[src/sv/kowt_pkg.sv]
// ----------------------------------------------------------------------------
// Keyed order wait time calculator package
// Shared widths, the controller state type and the command and status
// structs that join the controller to the datapath.
// ----------------------------------------------------------------------------
`default_nettype none

package kowt_pkg;

   localparam int MAX_PROCESSES_DEF = 32;

   localparam int ID_W   = 8;
   localparam int TIME_W = 16;
   localparam int PRIO_W = 8;
   localparam int SUM_W  = 22;
   localparam int MODE_W = 2;

   localparam int REC_W      = ID_W + 2 * TIME_W + PRIO_W;
   localparam int REQ_DATA_W = ((REC_W + 7) / 8) * 8;
   localparam int RSP_USED_W = ID_W + 2 * SUM_W;
   localparam int RSP_DATA_W = ((RSP_USED_W + 7) / 8) * 8;

   typedef enum logic [MODE_W-1:0] {
      MODE_ARRIVAL  = 2'd0,
      MODE_BURST    = 2'd1,
      MODE_PRIORITY = 2'd2
   } order_mode_type;

   typedef enum logic [2:0] {
      ST_LOAD,
      ST_SCAN,
      ST_DRAIN,
      ST_RESULT,
      ST_EMIT
   } state_type;

   typedef struct packed {
      logic load;
      logic scan_clear;
      logic scan_run;
      logic result_load;
      logic result_taken;
   } cmd_type;

   typedef struct packed {
      logic scan_end;
      logic out_last;
   } status_type;

endpackage

`default_nettype wire

[src/sv/kowt_ram.sv]
// ----------------------------------------------------------------------------
// Generic single-port-write RAM
// One write port and one read port with registered read data.
// ----------------------------------------------------------------------------
`default_nettype none

module kowt_ram #(
   parameter int WIDTH = 8,
   parameter int DEPTH = 32,
   localparam int AW = (DEPTH > 1) ? $clog2(DEPTH) : 1
) (
   input  logic             clock,
   input  logic             wr_en,
   input  logic [AW-1:0]    wr_addr,
   input  logic [WIDTH-1:0] wr_data,
   input  logic             rd_en,
   input  logic [AW-1:0]    rd_addr,
   output logic [WIDTH-1:0] rd_data
);

   logic [WIDTH-1:0] mem_ff [DEPTH];
   logic [WIDTH-1:0] rd_data_ff;

   always_ff @(posedge clock) begin
      if (wr_en) begin
         mem_ff[wr_addr] <= wr_data;
      end
      if (rd_en) begin
         rd_data_ff <= mem_ff[rd_addr];
      end
   end

   assign rd_data = rd_data_ff;

endmodule

`default_nettype wire

[src/sv/kowt_ctrl.sv]
// ----------------------------------------------------------------------------
// Keyed order wait time calculator controller
// Sequences loading, the selection scans and the result handshake.
// ----------------------------------------------------------------------------
`default_nettype none

module kowt_ctrl (
   input  logic                 clock,
   input  logic                 reset,
   input  logic                 req_tvalid,
   input  logic                 req_tlast,
   output logic                 req_tready,
   output logic                 rsp_tvalid,
   input  logic                 rsp_tready,
   input  kowt_pkg::status_type status,
   output kowt_pkg::cmd_type    cmd
);

   import kowt_pkg::*;

   state_type state_ff;
   state_type state_in;

   always_ff @(posedge clock) begin
      if (reset) begin
         state_ff <= ST_LOAD;
      end else begin
         state_ff <= state_in;
      end
   end

   always_comb begin
      state_in   = state_ff;
      cmd        = '0;
      req_tready = 1'b0;
      rsp_tvalid = 1'b0;
      case (state_ff)
         ST_LOAD: begin
            req_tready = 1'b1;
            if (req_tvalid) begin
               cmd.load = 1'b1;
               if (req_tlast) begin
                  cmd.scan_clear = 1'b1;
                  state_in       = ST_SCAN;
               end
            end
         end
         ST_SCAN: begin
            cmd.scan_run = 1'b1;
            if (status.scan_end) begin
               state_in = ST_DRAIN;
            end
         end
         ST_DRAIN: begin
            state_in = ST_RESULT;
         end
         ST_RESULT: begin
            cmd.result_load = 1'b1;
            state_in        = ST_EMIT;
         end
         ST_EMIT: begin
            rsp_tvalid = 1'b1;
            if (rsp_tready) begin
               cmd.result_taken = 1'b1;
               if (status.out_last) begin
                  state_in = ST_LOAD;
               end else begin
                  cmd.scan_clear = 1'b1;
                  state_in       = ST_SCAN;
               end
            end
         end
         default: begin
            state_in = ST_LOAD;
         end
      endcase
   end

endmodule

`default_nettype wire

[src/sv/kowt_dp.sv]
// ----------------------------------------------------------------------------
// Keyed order wait time calculator datapath
// Process table, selection scan for the next record in key order, and the
// saturating waiting and turnaround sums.
// ----------------------------------------------------------------------------
`default_nettype none

module kowt_dp #(
   parameter int MAX_PROCESSES = kowt_pkg::MAX_PROCESSES_DEF
) (
   input  logic                            clock,
   input  logic                            reset,
   input  kowt_pkg::cmd_type               cmd,
   output kowt_pkg::status_type            status,
   input  logic                            csr_valid,
   input  logic [kowt_pkg::MODE_W-1:0]     csr_data,
   input  logic [kowt_pkg::REQ_DATA_W-1:0] req_tdata,
   output logic [kowt_pkg::RSP_DATA_W-1:0] rsp_tdata,
   output logic                            rsp_tlast
);

   import kowt_pkg::*;

   localparam int AW = (MAX_PROCESSES > 1) ? $clog2(MAX_PROCESSES) : 1;
   localparam int CW = $clog2(MAX_PROCESSES + 1);

   logic [MODE_W-1:0] mode_ff, mode_in;
   logic [CW-1:0]     count_ff, count_in;
   logic [CW-1:0]     emitted_ff, emitted_in;
   logic [AW-1:0]     addr_ff, addr_in;
   logic              rd_vld_ff;
   logic [AW-1:0]     rd_idx_ff;
   logic              best_found_ff, best_found_in;
   logic [TIME_W-1:0] best_key_ff, best_key_in;
   logic [AW-1:0]     best_idx_ff, best_idx_in;
   logic [ID_W-1:0]   best_id_ff, best_id_in;
   logic [TIME_W-1:0] best_burst_ff, best_burst_in;
   logic              prev_valid_ff, prev_valid_in;
   logic [TIME_W-1:0] prev_key_ff, prev_key_in;
   logic [AW-1:0]     prev_idx_ff, prev_idx_in;
   logic [SUM_W-1:0]  elapsed_ff, elapsed_in;
   logic [ID_W-1:0]   rsp_id_ff, rsp_id_in;
   logic [SUM_W-1:0]  rsp_turn_ff, rsp_turn_in;
   logic [SUM_W-1:0]  rsp_wait_ff, rsp_wait_in;
   logic              rsp_last_ff, rsp_last_in;

   logic              wr_en;
   logic [REC_W-1:0]  rd_data;
   logic [ID_W-1:0]   rd_id;
   logic [TIME_W-1:0] rd_arrival;
   logic [TIME_W-1:0] rd_burst;
   logic [PRIO_W-1:0] rd_prio;
   logic [TIME_W-1:0] rd_key;
   logic              take;
   logic [SUM_W:0]    sum;
   logic [SUM_W-1:0]  turn;

   assign wr_en = cmd.load && (count_ff < CW'(MAX_PROCESSES));

   kowt_ram #(
      .WIDTH (REC_W),
      .DEPTH (MAX_PROCESSES)
   ) u_table (
      .clock   (clock),
      .wr_en   (wr_en),
      .wr_addr (count_ff[AW-1:0]),
      .wr_data (req_tdata[REC_W-1:0]),
      .rd_en   (cmd.scan_run),
      .rd_addr (addr_ff),
      .rd_data (rd_data)
   );

   assign rd_id      = rd_data[ID_W-1:0];
   assign rd_arrival = rd_data[ID_W +: TIME_W];
   assign rd_burst   = rd_data[ID_W + TIME_W +: TIME_W];
   assign rd_prio    = rd_data[ID_W + 2 * TIME_W +: PRIO_W];

   always_comb begin
      case (mode_ff)
         MODE_BURST:    rd_key = rd_burst;
         MODE_PRIORITY: rd_key = TIME_W'(rd_prio);
         default:       rd_key = rd_arrival;
      endcase
   end

   assign take = rd_vld_ff
      && (!prev_valid_ff || ({rd_key, rd_idx_ff} > {prev_key_ff, prev_idx_ff}))
      && (!best_found_ff || ({rd_key, rd_idx_ff} < {best_key_ff, best_idx_ff}));

   assign sum  = {1'b0, elapsed_ff} + (SUM_W + 1)'(best_burst_ff);
   assign turn = sum[SUM_W] ? {SUM_W{1'b1}} : sum[SUM_W-1:0];

   assign status.scan_end = (CW'(addr_ff) + CW'(1)) == count_ff;
   assign status.out_last = (emitted_ff + CW'(1)) == count_ff;

   always_comb begin
      mode_in       = csr_valid ? csr_data : mode_ff;
      count_in      = count_ff;
      emitted_in    = emitted_ff;
      addr_in       = addr_ff;
      best_found_in = best_found_ff;
      best_key_in   = best_key_ff;
      best_idx_in   = best_idx_ff;
      best_id_in    = best_id_ff;
      best_burst_in = best_burst_ff;
      prev_valid_in = prev_valid_ff;
      prev_key_in   = prev_key_ff;
      prev_idx_in   = prev_idx_ff;
      elapsed_in    = elapsed_ff;
      rsp_id_in     = rsp_id_ff;
      rsp_turn_in   = rsp_turn_ff;
      rsp_wait_in   = rsp_wait_ff;
      rsp_last_in   = rsp_last_ff;

      if (wr_en) begin
         count_in = count_ff + CW'(1);
      end

      if (cmd.scan_clear) begin
         addr_in       = '0;
         best_found_in = 1'b0;
      end else begin
         if (cmd.scan_run) begin
            addr_in = addr_ff + AW'(1);
         end
         if (take) begin
            best_found_in = 1'b1;
            best_key_in   = rd_key;
            best_idx_in   = rd_idx_ff;
            best_id_in    = rd_id;
            best_burst_in = rd_burst;
         end
      end

      if (cmd.result_load) begin
         rsp_id_in   = best_id_ff;
         rsp_wait_in = elapsed_ff;
         rsp_turn_in = turn;
         rsp_last_in = status.out_last;
      end

      if (cmd.result_taken) begin
         if (rsp_last_ff) begin
            count_in      = '0;
            emitted_in    = '0;
            elapsed_in    = '0;
            prev_valid_in = 1'b0;
         end else begin
            emitted_in    = emitted_ff + CW'(1);
            elapsed_in    = rsp_turn_ff;
            prev_valid_in = 1'b1;
            prev_key_in   = best_key_ff;
            prev_idx_in   = best_idx_ff;
         end
      end
   end

   always_ff @(posedge clock) begin
      if (reset) begin
         mode_ff       <= MODE_ARRIVAL;
         count_ff      <= '0;
         emitted_ff    <= '0;
         addr_ff       <= '0;
         rd_vld_ff     <= 1'b0;
         best_found_ff <= 1'b0;
         prev_valid_ff <= 1'b0;
         elapsed_ff    <= '0;
      end else begin
         mode_ff       <= mode_in;
         count_ff      <= count_in;
         emitted_ff    <= emitted_in;
         addr_ff       <= addr_in;
         rd_vld_ff     <= cmd.scan_run;
         best_found_ff <= best_found_in;
         prev_valid_ff <= prev_valid_in;
         elapsed_ff    <= elapsed_in;
      end
   end

   always_ff @(posedge clock) begin
      rd_idx_ff     <= addr_ff;
      best_key_ff   <= best_key_in;
      best_idx_ff   <= best_idx_in;
      best_id_ff    <= best_id_in;
      best_burst_ff <= best_burst_in;
      prev_key_ff   <= prev_key_in;
      prev_idx_ff   <= prev_idx_in;
      rsp_id_ff     <= rsp_id_in;
      rsp_turn_ff   <= rsp_turn_in;
      rsp_wait_ff   <= rsp_wait_in;
      rsp_last_ff   <= rsp_last_in;
   end

   assign rsp_tdata = {{(RSP_DATA_W - RSP_USED_W){1'b0}}, rsp_wait_ff, rsp_turn_ff, rsp_id_ff};
   assign rsp_tlast = rsp_last_ff;

endmodule

`default_nettype wire

[src/sv/keyed_order_wait_time_calc.sv]
// ----------------------------------------------------------------------------
// Keyed order wait time calculator
// Non-preemptive FCFS, SJF and priority scheduling of a loaded process set.
//
// Process records arrive on the req stream, one item per cycle while the
// block is loading; the item with tlast closes the set. Records beyond
// MAX_PROCESSES are dropped. The csr channel writes the sort key mode and
// is always ready.
// After the closing item the block finds each next record in key order by
// scanning the process table, one entry per cycle on the table's read port.
// For each result the block scans all n loaded records, finishes the last
// read, loads the output register and hands the item over; the whole set is
// scanned again for every result.
// One result at a time is held in the output register until rsp_tready
// is seen; a stalled receiver simply holds the block, and no new set is
// loaded until the last result of the current one is taken.
// Reset returns the block to loading with an empty table, zero sums and
// mode arrival order.
// ----------------------------------------------------------------------------
`default_nettype none

module keyed_order_wait_time_calc #(
   parameter int MAX_PROCESSES = kowt_pkg::MAX_PROCESSES_DEF
) (
   input  logic                            clock,
   input  logic                            reset,
   // csr_data: order_mode
   input  logic                            csr_valid,
   output logic                            csr_ready,
   input  logic [kowt_pkg::MODE_W-1:0]     csr_data,
   // req_tdata: process_id, arrival_time, burst_time, priority_req
   input  logic                            req_tvalid,
   output logic                            req_tready,
   input  logic [kowt_pkg::REQ_DATA_W-1:0] req_tdata,
   input  logic                            req_tlast,
   // rsp_tdata: result_id, turnaround, waiting
   output logic                            rsp_tvalid,
   input  logic                            rsp_tready,
   output logic [kowt_pkg::RSP_DATA_W-1:0] rsp_tdata,
   output logic                            rsp_tlast
);

   import kowt_pkg::*;

   cmd_type    cmd;
   status_type status;

   assign csr_ready = 1'b1;

   kowt_ctrl u_ctrl (
      .clock      (clock),
      .reset      (reset),
      .req_tvalid (req_tvalid),
      .req_tlast  (req_tlast),
      .req_tready (req_tready),
      .rsp_tvalid (rsp_tvalid),
      .rsp_tready (rsp_tready),
      .status     (status),
      .cmd        (cmd)
   );

   kowt_dp #(
      .MAX_PROCESSES (MAX_PROCESSES)
   ) u_dp (
      .clock     (clock),
      .reset     (reset),
      .cmd       (cmd),
      .status    (status),
      .csr_valid (csr_valid),
      .csr_data  (csr_data),
      .req_tdata (req_tdata),
      .rsp_tdata (rsp_tdata),
      .rsp_tlast (rsp_tlast)
   );

   a_no_overlap: assert property (@(posedge clock) disable iff (reset)
      !(req_tready && rsp_tvalid))
      else $error("Loading and result delivery overlap.");

   a_close_set: assert property (@(posedge clock) disable iff (reset)
      (req_tvalid && req_tready && req_tlast) |=> !req_tready)
      else $error("Block still loading after the closing item.");

   a_reopen: assert property (@(posedge clock) disable iff (reset)
      (rsp_tvalid && rsp_tready && rsp_tlast) |=> req_tready)
      else $error("Block not loading after the final result.");

   a_turn_ge_wait: assert property (@(posedge clock) disable iff (reset)
      rsp_tvalid |-> (rsp_tdata[29:8] >= rsp_tdata[51:30]))
      else $error("Turnaround below waiting time.");

endmodule

`default_nettype wire

[config.mk]
export PLATFORM = sky130hd
export DESIGN_NAME = keyed_order_wait_time_calc
export DESIGN_NICKNAME = d
export VERILOG_FILES = /design/src/sv/kowt_pkg.sv /design/src/sv/kowt_ram.sv /design/src/sv/kowt_ctrl.sv /design/src/sv/kowt_dp.sv /design/src/sv/keyed_order_wait_time_calc.sv
export SDC_FILE = /design/constraint.sdc
export NUM_CORES = 2
export LEC_CHECK = 0
export ABC_AREA = 1
export BUFFER_PORTS_ARGS = -buffer_cell sky130_fd_sc_hd__buf_2
export CAP_MARGIN = 20
export CELL_PAD_IN_SITES_DETAIL_PLACEMENT = 1
export CELL_PAD_IN_SITES_GLOBAL_PLACEMENT = 1
export CORE_MARGIN = 1
export CORE_UTILIZATION = 41
export DETAILED_ROUTE_END_ITERATION = 7
export PLACE_DENSITY_LB_ADDON = 0.3
export SLEW_MARGIN = 20
export SYNTH_ARGS = -nofsm -noshare
export SYNTH_HDL_FRONTEND = slang
export SYNTH_SLANG_ARGS = --single-unit
[constraint.sdc]
create_clock -name clock -period 8.4 [get_ports clock]
set_input_delay 0.42 -clock clock [delete_from_list [all_inputs] [get_ports clock]]
set_output_delay 0.42 -clock clock [all_outputs]
set_load 0.01 [all_outputs]
; ---- Word-level counts from Yosys, hierarchy flattened
; Memory sizes are Yosys's and may differ from the RTL's. A register that Yosys moved wholly into a read port is not among the register bits.
; Index checks and enable logic that the tools add are counted.
[totals]
ff_bits = 171
ram_bits = 1536
mem_count = 1
[op_classes]
n_addsub = 5
n_lt_le_gt_ge = 3
n_eq_ne = 12
mux = 27
bitwise = 2
n_reduce_logical = 12
[mem_list]
columns = name, words, word_bits, rd, rd_ports_with_merged_regs, write_ports, line
row1 = u_dp.u_table.mem_ff, 32, 48, 1, 1, 1, kowt_ram.sv:21  ; logic [WIDTH-1:0] mem_ff [DEPTH];
[ops]
columns = cell, count
row1 = 16-bit case mux with 2 select lines, 1
row2 = 6-bit two-way mux, 4
row3 = 22-bit by 16-bit adder with 23-bit output, 1
row4 = 22-bit two-way mux, 1
row5 = 21-bit greater-than comparator, 1
row6 = 21-bit less-than comparator, 1
row7 = 3-bit case mux with 5 select lines, 1
row8 = 1-bit two-way mux, 14
row9 = "6-bit by 1-bit adder with 6-bit output, second input constant", 2
row10 = 6-bit equality test, 2
row11 = 3-bit two-way mux, 4
row12 = "2-bit inequality test, second input constant", 4
row13 = "5-bit by 1-bit adder with 6-bit output, second input constant", 1
row14 = "3-bit by 2-bit equality test with 1-bit output, second input constant", 2
row15 = "6-bit less-than comparator, second input constant", 1
row16 = "5-bit by 1-bit adder with 5-bit output, second input constant", 1
row17 = 2-bit AND reduction, 2
row18 = 4-bit AND reduction, 1
row19 = "3-bit by 1-bit equality test with 1-bit output, second input constant", 1
row20 = "3-bit equality test, second input constant", 1
row21 = 1-bit logical AND, 3
row22 = 3-bit logical NOT, 1
row23 = "2-bit by 1-bit equality test with 1-bit output, second input constant", 1
row24 = "2-bit equality test, second input constant", 1
row25 = other kinds (6), 9

; ---- Depth between registers and ports, before layout
[depth]
word_depth = 7
ltp_mapped = 22
ltp_nobuf = 20

; ---- Modules after synthesis
; Synthesis repeated with hierarchy kept, for this count alone.
[hier_totals]
cells_unflattened = 6152
area_unflattened_um2 = 71856.4
[by_module_without_submodules]
columns = module, instances, cells_each, area_each_um2
row1 = kowt_ram, 1, 5279, 63447.1
row2 = kowt_dp, 1, 834, 8186.6
row3 = kowt_ctrl, 1, 37, 211.5
row4 = keyed_order_wait_time_calc, 1, 2, 11.3

; ---- Worst setup path after synthesis
; OpenSTA, ideal clock, no wires.
[synth_timing]
path_kind = register to register
startpoint = register u_ctrl.state_ff[0]
endpoint = memory u_dp.u_table.mem_ff[23][0] in the netlist's numbering (enable)
setup_ns = 0.513
arrival_ns = 4.440
required_time_ns = 7.887
slack_ns = 3.447
stages_incl_launch_ff = 8
n_path_buf = 0
path_cell_list = dfxtp_1 nor2_1 nand2_1 nor3_4 nand2_1 nor2_1 inv_1 nor3_1
[synth_between]
elab_chain_len = 5
[synth_lines]
columns = element, line
row1 = start: declaration, kowt_ctrl.sv:21  ; state_type state_ff;
row2 = start signal: assignment, kowt_ctrl.sv:28  ; state_ff <= state_in;
row3 = 3-bit logical NOT, kowt_ctrl.sv:37  ; case (state_ff)
row4 = 1-bit two-way mux, kowt_ctrl.sv:37
row5 = 1-bit logical AND, kowt_dp.sv:58  ; assign wr_en = cmd.load && (count_ff < CW'(MAX_PROCESSES));
row6 = 1-bit two-way mux, kowt_ram.sv:25  ; if (wr_en) begin
row7 = 1-bit two-way mux (implied by the code), kowt_ram.sv:26  ; mem_ff[wr_addr] <= wr_data;
row8 = end: declaration, kowt_ram.sv:21
; No other way between the ends.

; ---- Final worst setup path
[layout_timing]
startpoint = register u_dp.mode_ff[0]
endpoint = register u_dp.best_burst_ff[9] (enable)
[layout_between]
elab_chain_len = 7
[layout_lines]
columns = element, line
row1 = start: declaration, kowt_dp.sv:27  ; logic [MODE_W-1:0] mode_ff, mode_in;
row2 = start signal: assignment, kowt_dp.sv:169  ; mode_ff <= mode_in;
row3 = 2-bit equality test or 2-bit by 1-bit equality test with 1-bit output (tied branches), kowt_dp.sv:79  ; case (mode_ff)
row4 = 16-bit case mux with 2 select lines (*), kowt_dp.sv:79
row5 = named net u_dp.rd_key[15], kowt_dp.sv:53  ; logic [TIME_W-1:0] rd_key;
row6 = 21-bit greater-than comparator, kowt_dp.sv:87  ; && (!prev_valid_ff || ({rd_key, rd_idx_ff} > {prev_key_ff, prev_idx_ff}))
row7 = 1-bit logical OR, kowt_dp.sv:87
row8 = 1-bit logical AND, kowt_dp.sv:87
row9 = 1-bit logical AND (*), kowt_dp.sv:88  ; && (!best_found_ff || ({rd_key, rd_idx_ff} < {best_key_ff, best_idx_ff}));
row10 = 2-bit AND reduction (no source line) (*), n/a
row11 = end signal: assignment, kowt_dp.sv:185  ; best_burst_ff <= best_burst_in;
row12 = end: declaration, kowt_dp.sv:37  ; logic [TIME_W-1:0] best_burst_ff, best_burst_in;
; The timed path passes the listed nets; every way through them passes the cells marked *.
; A chain may end at the register's enable or synchronous reset.

==> flow_metrics.py <==
metrics = {
    "yosys": {
        "synthDominantCellAreaShare_pct": 73.37,
        "yosysWarnings": 0,
        "synth_area_leader_cell": "edfxtp_1",
        "synth_async_sr_flop_share_pct": 0,
        "synthesis.area_sq_um": 69700,
        "synth_area_per_cell_sq_um": 13.12,
        "yosysUniqueCellTypes": 41,
        "synth-main-ff-cell": "edfxtp_1",
        "top_post_synthesis_cells_by_area": "edfxtp_1, o21ai_0, nor2_1",
        "netlist_instances": 5311,
        "count_of_state_elements_after_synthesis": 1755,
        "number_of_enable_type_register_cells_in_the_synthesized_netlist": 1703,
        "yosysSeqAreaShare_pct": 74.87,
    },
    "clock_tree": {
        "cts_tree": "built",
        "cts_resized": 0,
        "clock_latency_ns": 0.83,
        "cts-root-buf": "clkbuf_16",
        "max-clock-path-buffers": 3,
        "cts_sinks": 1755,
        "cts.clk_slew.worst_paths_ns": 0.06,
        "tritoncts.num_buffers": 179,
        "ctsHtreeMaxLevel": 4,
    },
    "power": {
        "pwr_density_cell_nw_per_um2": 245.9,
        "power.static_leakage_nw": 25.88,
        "max_rail_drop_vdd_mv": 0.1651,
    },
    "floorplan": {
        "start_util_pct": 41.49,
        "die_x_um": 414.3,
        "row_count": 150,
        "core_area_sq_um": 168000,
        "die_height_um": 414.3,
        "num_io_pins": 116,
        "die_area_sq_um": 171600,
    },
    "worst_setup_path": {
        "path_max_fanout": 28,
        "path_buf_inv": 4,
        "startpoint_type": "register",
        "max_stage_delay_ns": 0.71,
        "worst_ep_required_time_ns": 8.87,
        "criticalPathCategory": "register to register",
        "critical_path.cell_chain": "inv_1, ha_1, inv_1, nand2_1, inv_1, a22o_1, ha_1, nand2_1, nor2_1, nand2_1, nor2_1, nand2_1, nand3_1, nand2_1, nand2_1, nand3_1, nor2_4, buf_4",
        "worst_path_max_delay_cell": "ha_1",
        "worst_endpoint_data_arrival_time_ns": 5.20,
        "critPathMostFrequentCell": "nand2_1",
        "worst_path_dominant_cell_family": "simple AND/OR/NAND/NOR gates",
        "timing.critical_path.to_type": "register",
        "timing.reg2reg.setup_slack_ns": 3.67,
    },
    "run_status": {
        "outcome": "finished, final reports clean",
    },
    "grt": {
        "groute.usage.overall_pct": 24.35,
        "grt_remaining_overflow": 0,
        "number_of_global_route_vias_before_repair": 46580,
        "grt_antenna_before_repair": 18,
        "grt_start_max_net_pins": 192,
        "grt_pass1_wl_mm": 310.5,
    },
    "sta": {
        "final.setup.tns_ns": 0,
        "fin_worst_skew_ns": 0.03299,
        "fin_crit_sh_pct": 56.28,
        "rel_slew_slack_pct": 22.40,
        "timing.final.max_slew_violations": 0,
        "fmaxAchievable_ghz": 0.2115,
        "timing_hold_violations_final": 0,
        "timing_worst_slew_pin_value_ns": 1.164,
        "number_of_failing_setup_endpoints_in_the_final_timing_report": 0,
        "timing.final.crit_period_ns": 4.728,
        "grt_setup_unrepaired": "no",
    },
    "drt": {
        "vias_per_cell": 5.919,
        "drt_iter0_drc": 4762,
        "final_antenna_net_count": 0,
        "totalWireLength_mm": 212.3,
        "drt_first_pass_iters": 5,
        "routed-via-count": 45470,
        "wl_per_cell_um": 27.64,
        "drt_drc_violations_left": 0,
    },
    "cells_and_area": {
        "final_nets": 5457,
        "synthToLayoutAreaGrowth_pct": 11.94,
        "drive_above_1_share_pct": 8.662,
        "finish.utilization_pct": 46.45,
    },
    "placement": {
        "place.port_buffers": 110,
        "gp_routability_congestion": 0.7991,
        "dp.final_hpwl_mm": 108.6,
    },
    "job": {
        "maxCapViolations": 0,
    },
    "hold_path": {
        "hold_class": "primary input to register",
    },
}
==> kinds of logic after synthesis <==
| logic type | synth area share, % |
|---|---|
| flops | 74.87 |
| simple gates | 8.958 |
| compound gates | 11.74 |
| buf+inv | 3.041 |
| fa+ha+maj | 1.196 |
| xor+xnor | 0.1885 |
| other cells | 0.01078 |
==> final timing paths <==
path	cells past startpoint	start	end
max	18	u_dp.mode_ff[0]	u_dp.best_burst_ff[9]
min	7	req_tlast	u_ctrl.state_ff[0]
max reg2reg	18	u_dp.mode_ff[0]	u_dp.best_burst_ff[9]
min reg2reg	0	u_dp.u_table.rd_data[4]	u_dp.best_id_ff[4]
==> Yosys cell counts, types with 52 or more instances <==
| master | instances |
|---|---|
| edfxtp_1 | 1703 |
| nor2_1 | 912 |
| o21ai_0 | 820 |
| nand2_1 | 447 |
| o221ai_1 | 258 |
| clkbuf_1 | 219 |
| nand3_1 | 183 |
| inv_1 | 140 |
| o22ai_1 | 111 |
| a21oi_1 | 104 |
| o21ai_1 | 85 |
| buf_2 | 70 |
| ha_1 | 65 |
| dfxtp_1 | 52 |
==> per-layer routing <==
| metal | wire (um) | vias up | part of all wire [%] | track usage (%) |
|---|---|---|---|---|
| met5 | 49 | - | 0.023 | 0 |
| met4 | 6750 | 8 | 3.2 | 8.399 |
| met3 | 14680 | 408 | 6.9 | 3.577 |
| met2 | 101700 | 1687 | 48 | 40.21 |
| met1 | 89090 | 23600 | 42 | 32.87 |
| li1 | - | 19770 | - | - |
==> per-stage QoR <==
stage / area, sq um / power, mW / setup WS (ns) / cells / hold WS (ns)
4_1_cts: 77980 / 19.28 / 3.603 / 7675 / 0.003620
2_1_floorplan: 69710 / 10.99 / 3.447 / 5314 / 0.3290
3_5_place_dp: 72400 / 11.68 / 3.652 / 7353 / 0.4063
3_3_place_gp: 72390 / 11.62 / 3.840 / 7352 / 0.4025
6_report: 78020 / 19.19 / 3.672 / 7682 / 0.04509
5_1_grt: 78010 / 19.73 / 3.278 / 7678 / 0.07317
==> registers in the layout (all words and copies together), names as in the netlist <==
| register | count |
|---|---|
| u_dp.mode_ff | 2 |
| u_dp.elapsed_ff | 22 |
| u_dp.emitted_ff | 6 |
| u_dp.count_ff | 6 |
| u_dp.rsp_turn_ff | 22 |
| u_dp.rsp_wait_ff | 22 |
| u_dp.best_key_ff | 16 |
| u_dp.u_table.mem_ff | 1536 |
| u_dp.rsp_id_ff | 8 |
| u_dp.u_table.rd_data | 48 |
| u_dp.best_idx_ff | 5 |
| u_ctrl.state_ff | 3 |
| u_dp.prev_valid_ff | 1 |
| u_dp.best_found_ff | 1 |
| u_dp.rsp_tlast | 1 |
| u_dp.addr_ff | 5 |
| u_dp.best_id_ff | 8 |
| u_dp.rd_idx_ff | 5 |
| u_dp.rd_vld_ff | 1 |
| u_dp.prev_key_ff | 16 |
| u_dp.best_burst_ff | 16 |
| u_dp.prev_idx_ff | 5 |
==> area by class of cell <==
class	count	area, sq um
fillers	16830	89950
flip-flops and latches	1755	52200
multi-input cells	3062	15660
clock buffers	234	4875
well taps	2204	2758
repair buffers	194	1294
clock inverters	84	661.9
inverters	143	565.5
diodes	6	15.01
==> power breakdown <==
| group | switching, mW | total [mW] | internal (mW) |
|---|---|---|---|
| registers | 0.117 | 9.86 | 9.74 |
| logic | 1.23 | 1.65 | 0.427 |
| clock network | 3.31 | 7.67 | 4.36 |
| total | 4.65 | 19.2 | 14.5 |
==> repair_timing <==
action                                 CTS  global route
endpoints found under the hold margin    3             0
setup buffers                            0             0
hold buffers                             4             0
==> placed cells by master (no fill, tap or decap), types with 72 or more instances in the layout <==
cell type,count
edfxtp_1,1703
buf_2,110
buf_4,72
o21ai_1,85
o22ai_1,111
nand2_1,447
inv_1,137
nand3_1,183
a21oi_1,104
o221ai_1,258
clkbuf_16,186
o21ai_0,820
nor2_1,882
==> worst register-to-register path: cells and delay by family, from the launching register on <==
family | cells | cell delay [ns]
AO/OA/AOI/OAI | 1 | 0.32
adder cells (fa/ha/maj) | 2 | 1.02
buffers and inverters | 4 | 1.01
flip-flops | 1 | 0.35
AND/OR/NAND/NOR | 11 | 1.69
Note: power is estimated with default switching activity, not from simulation.
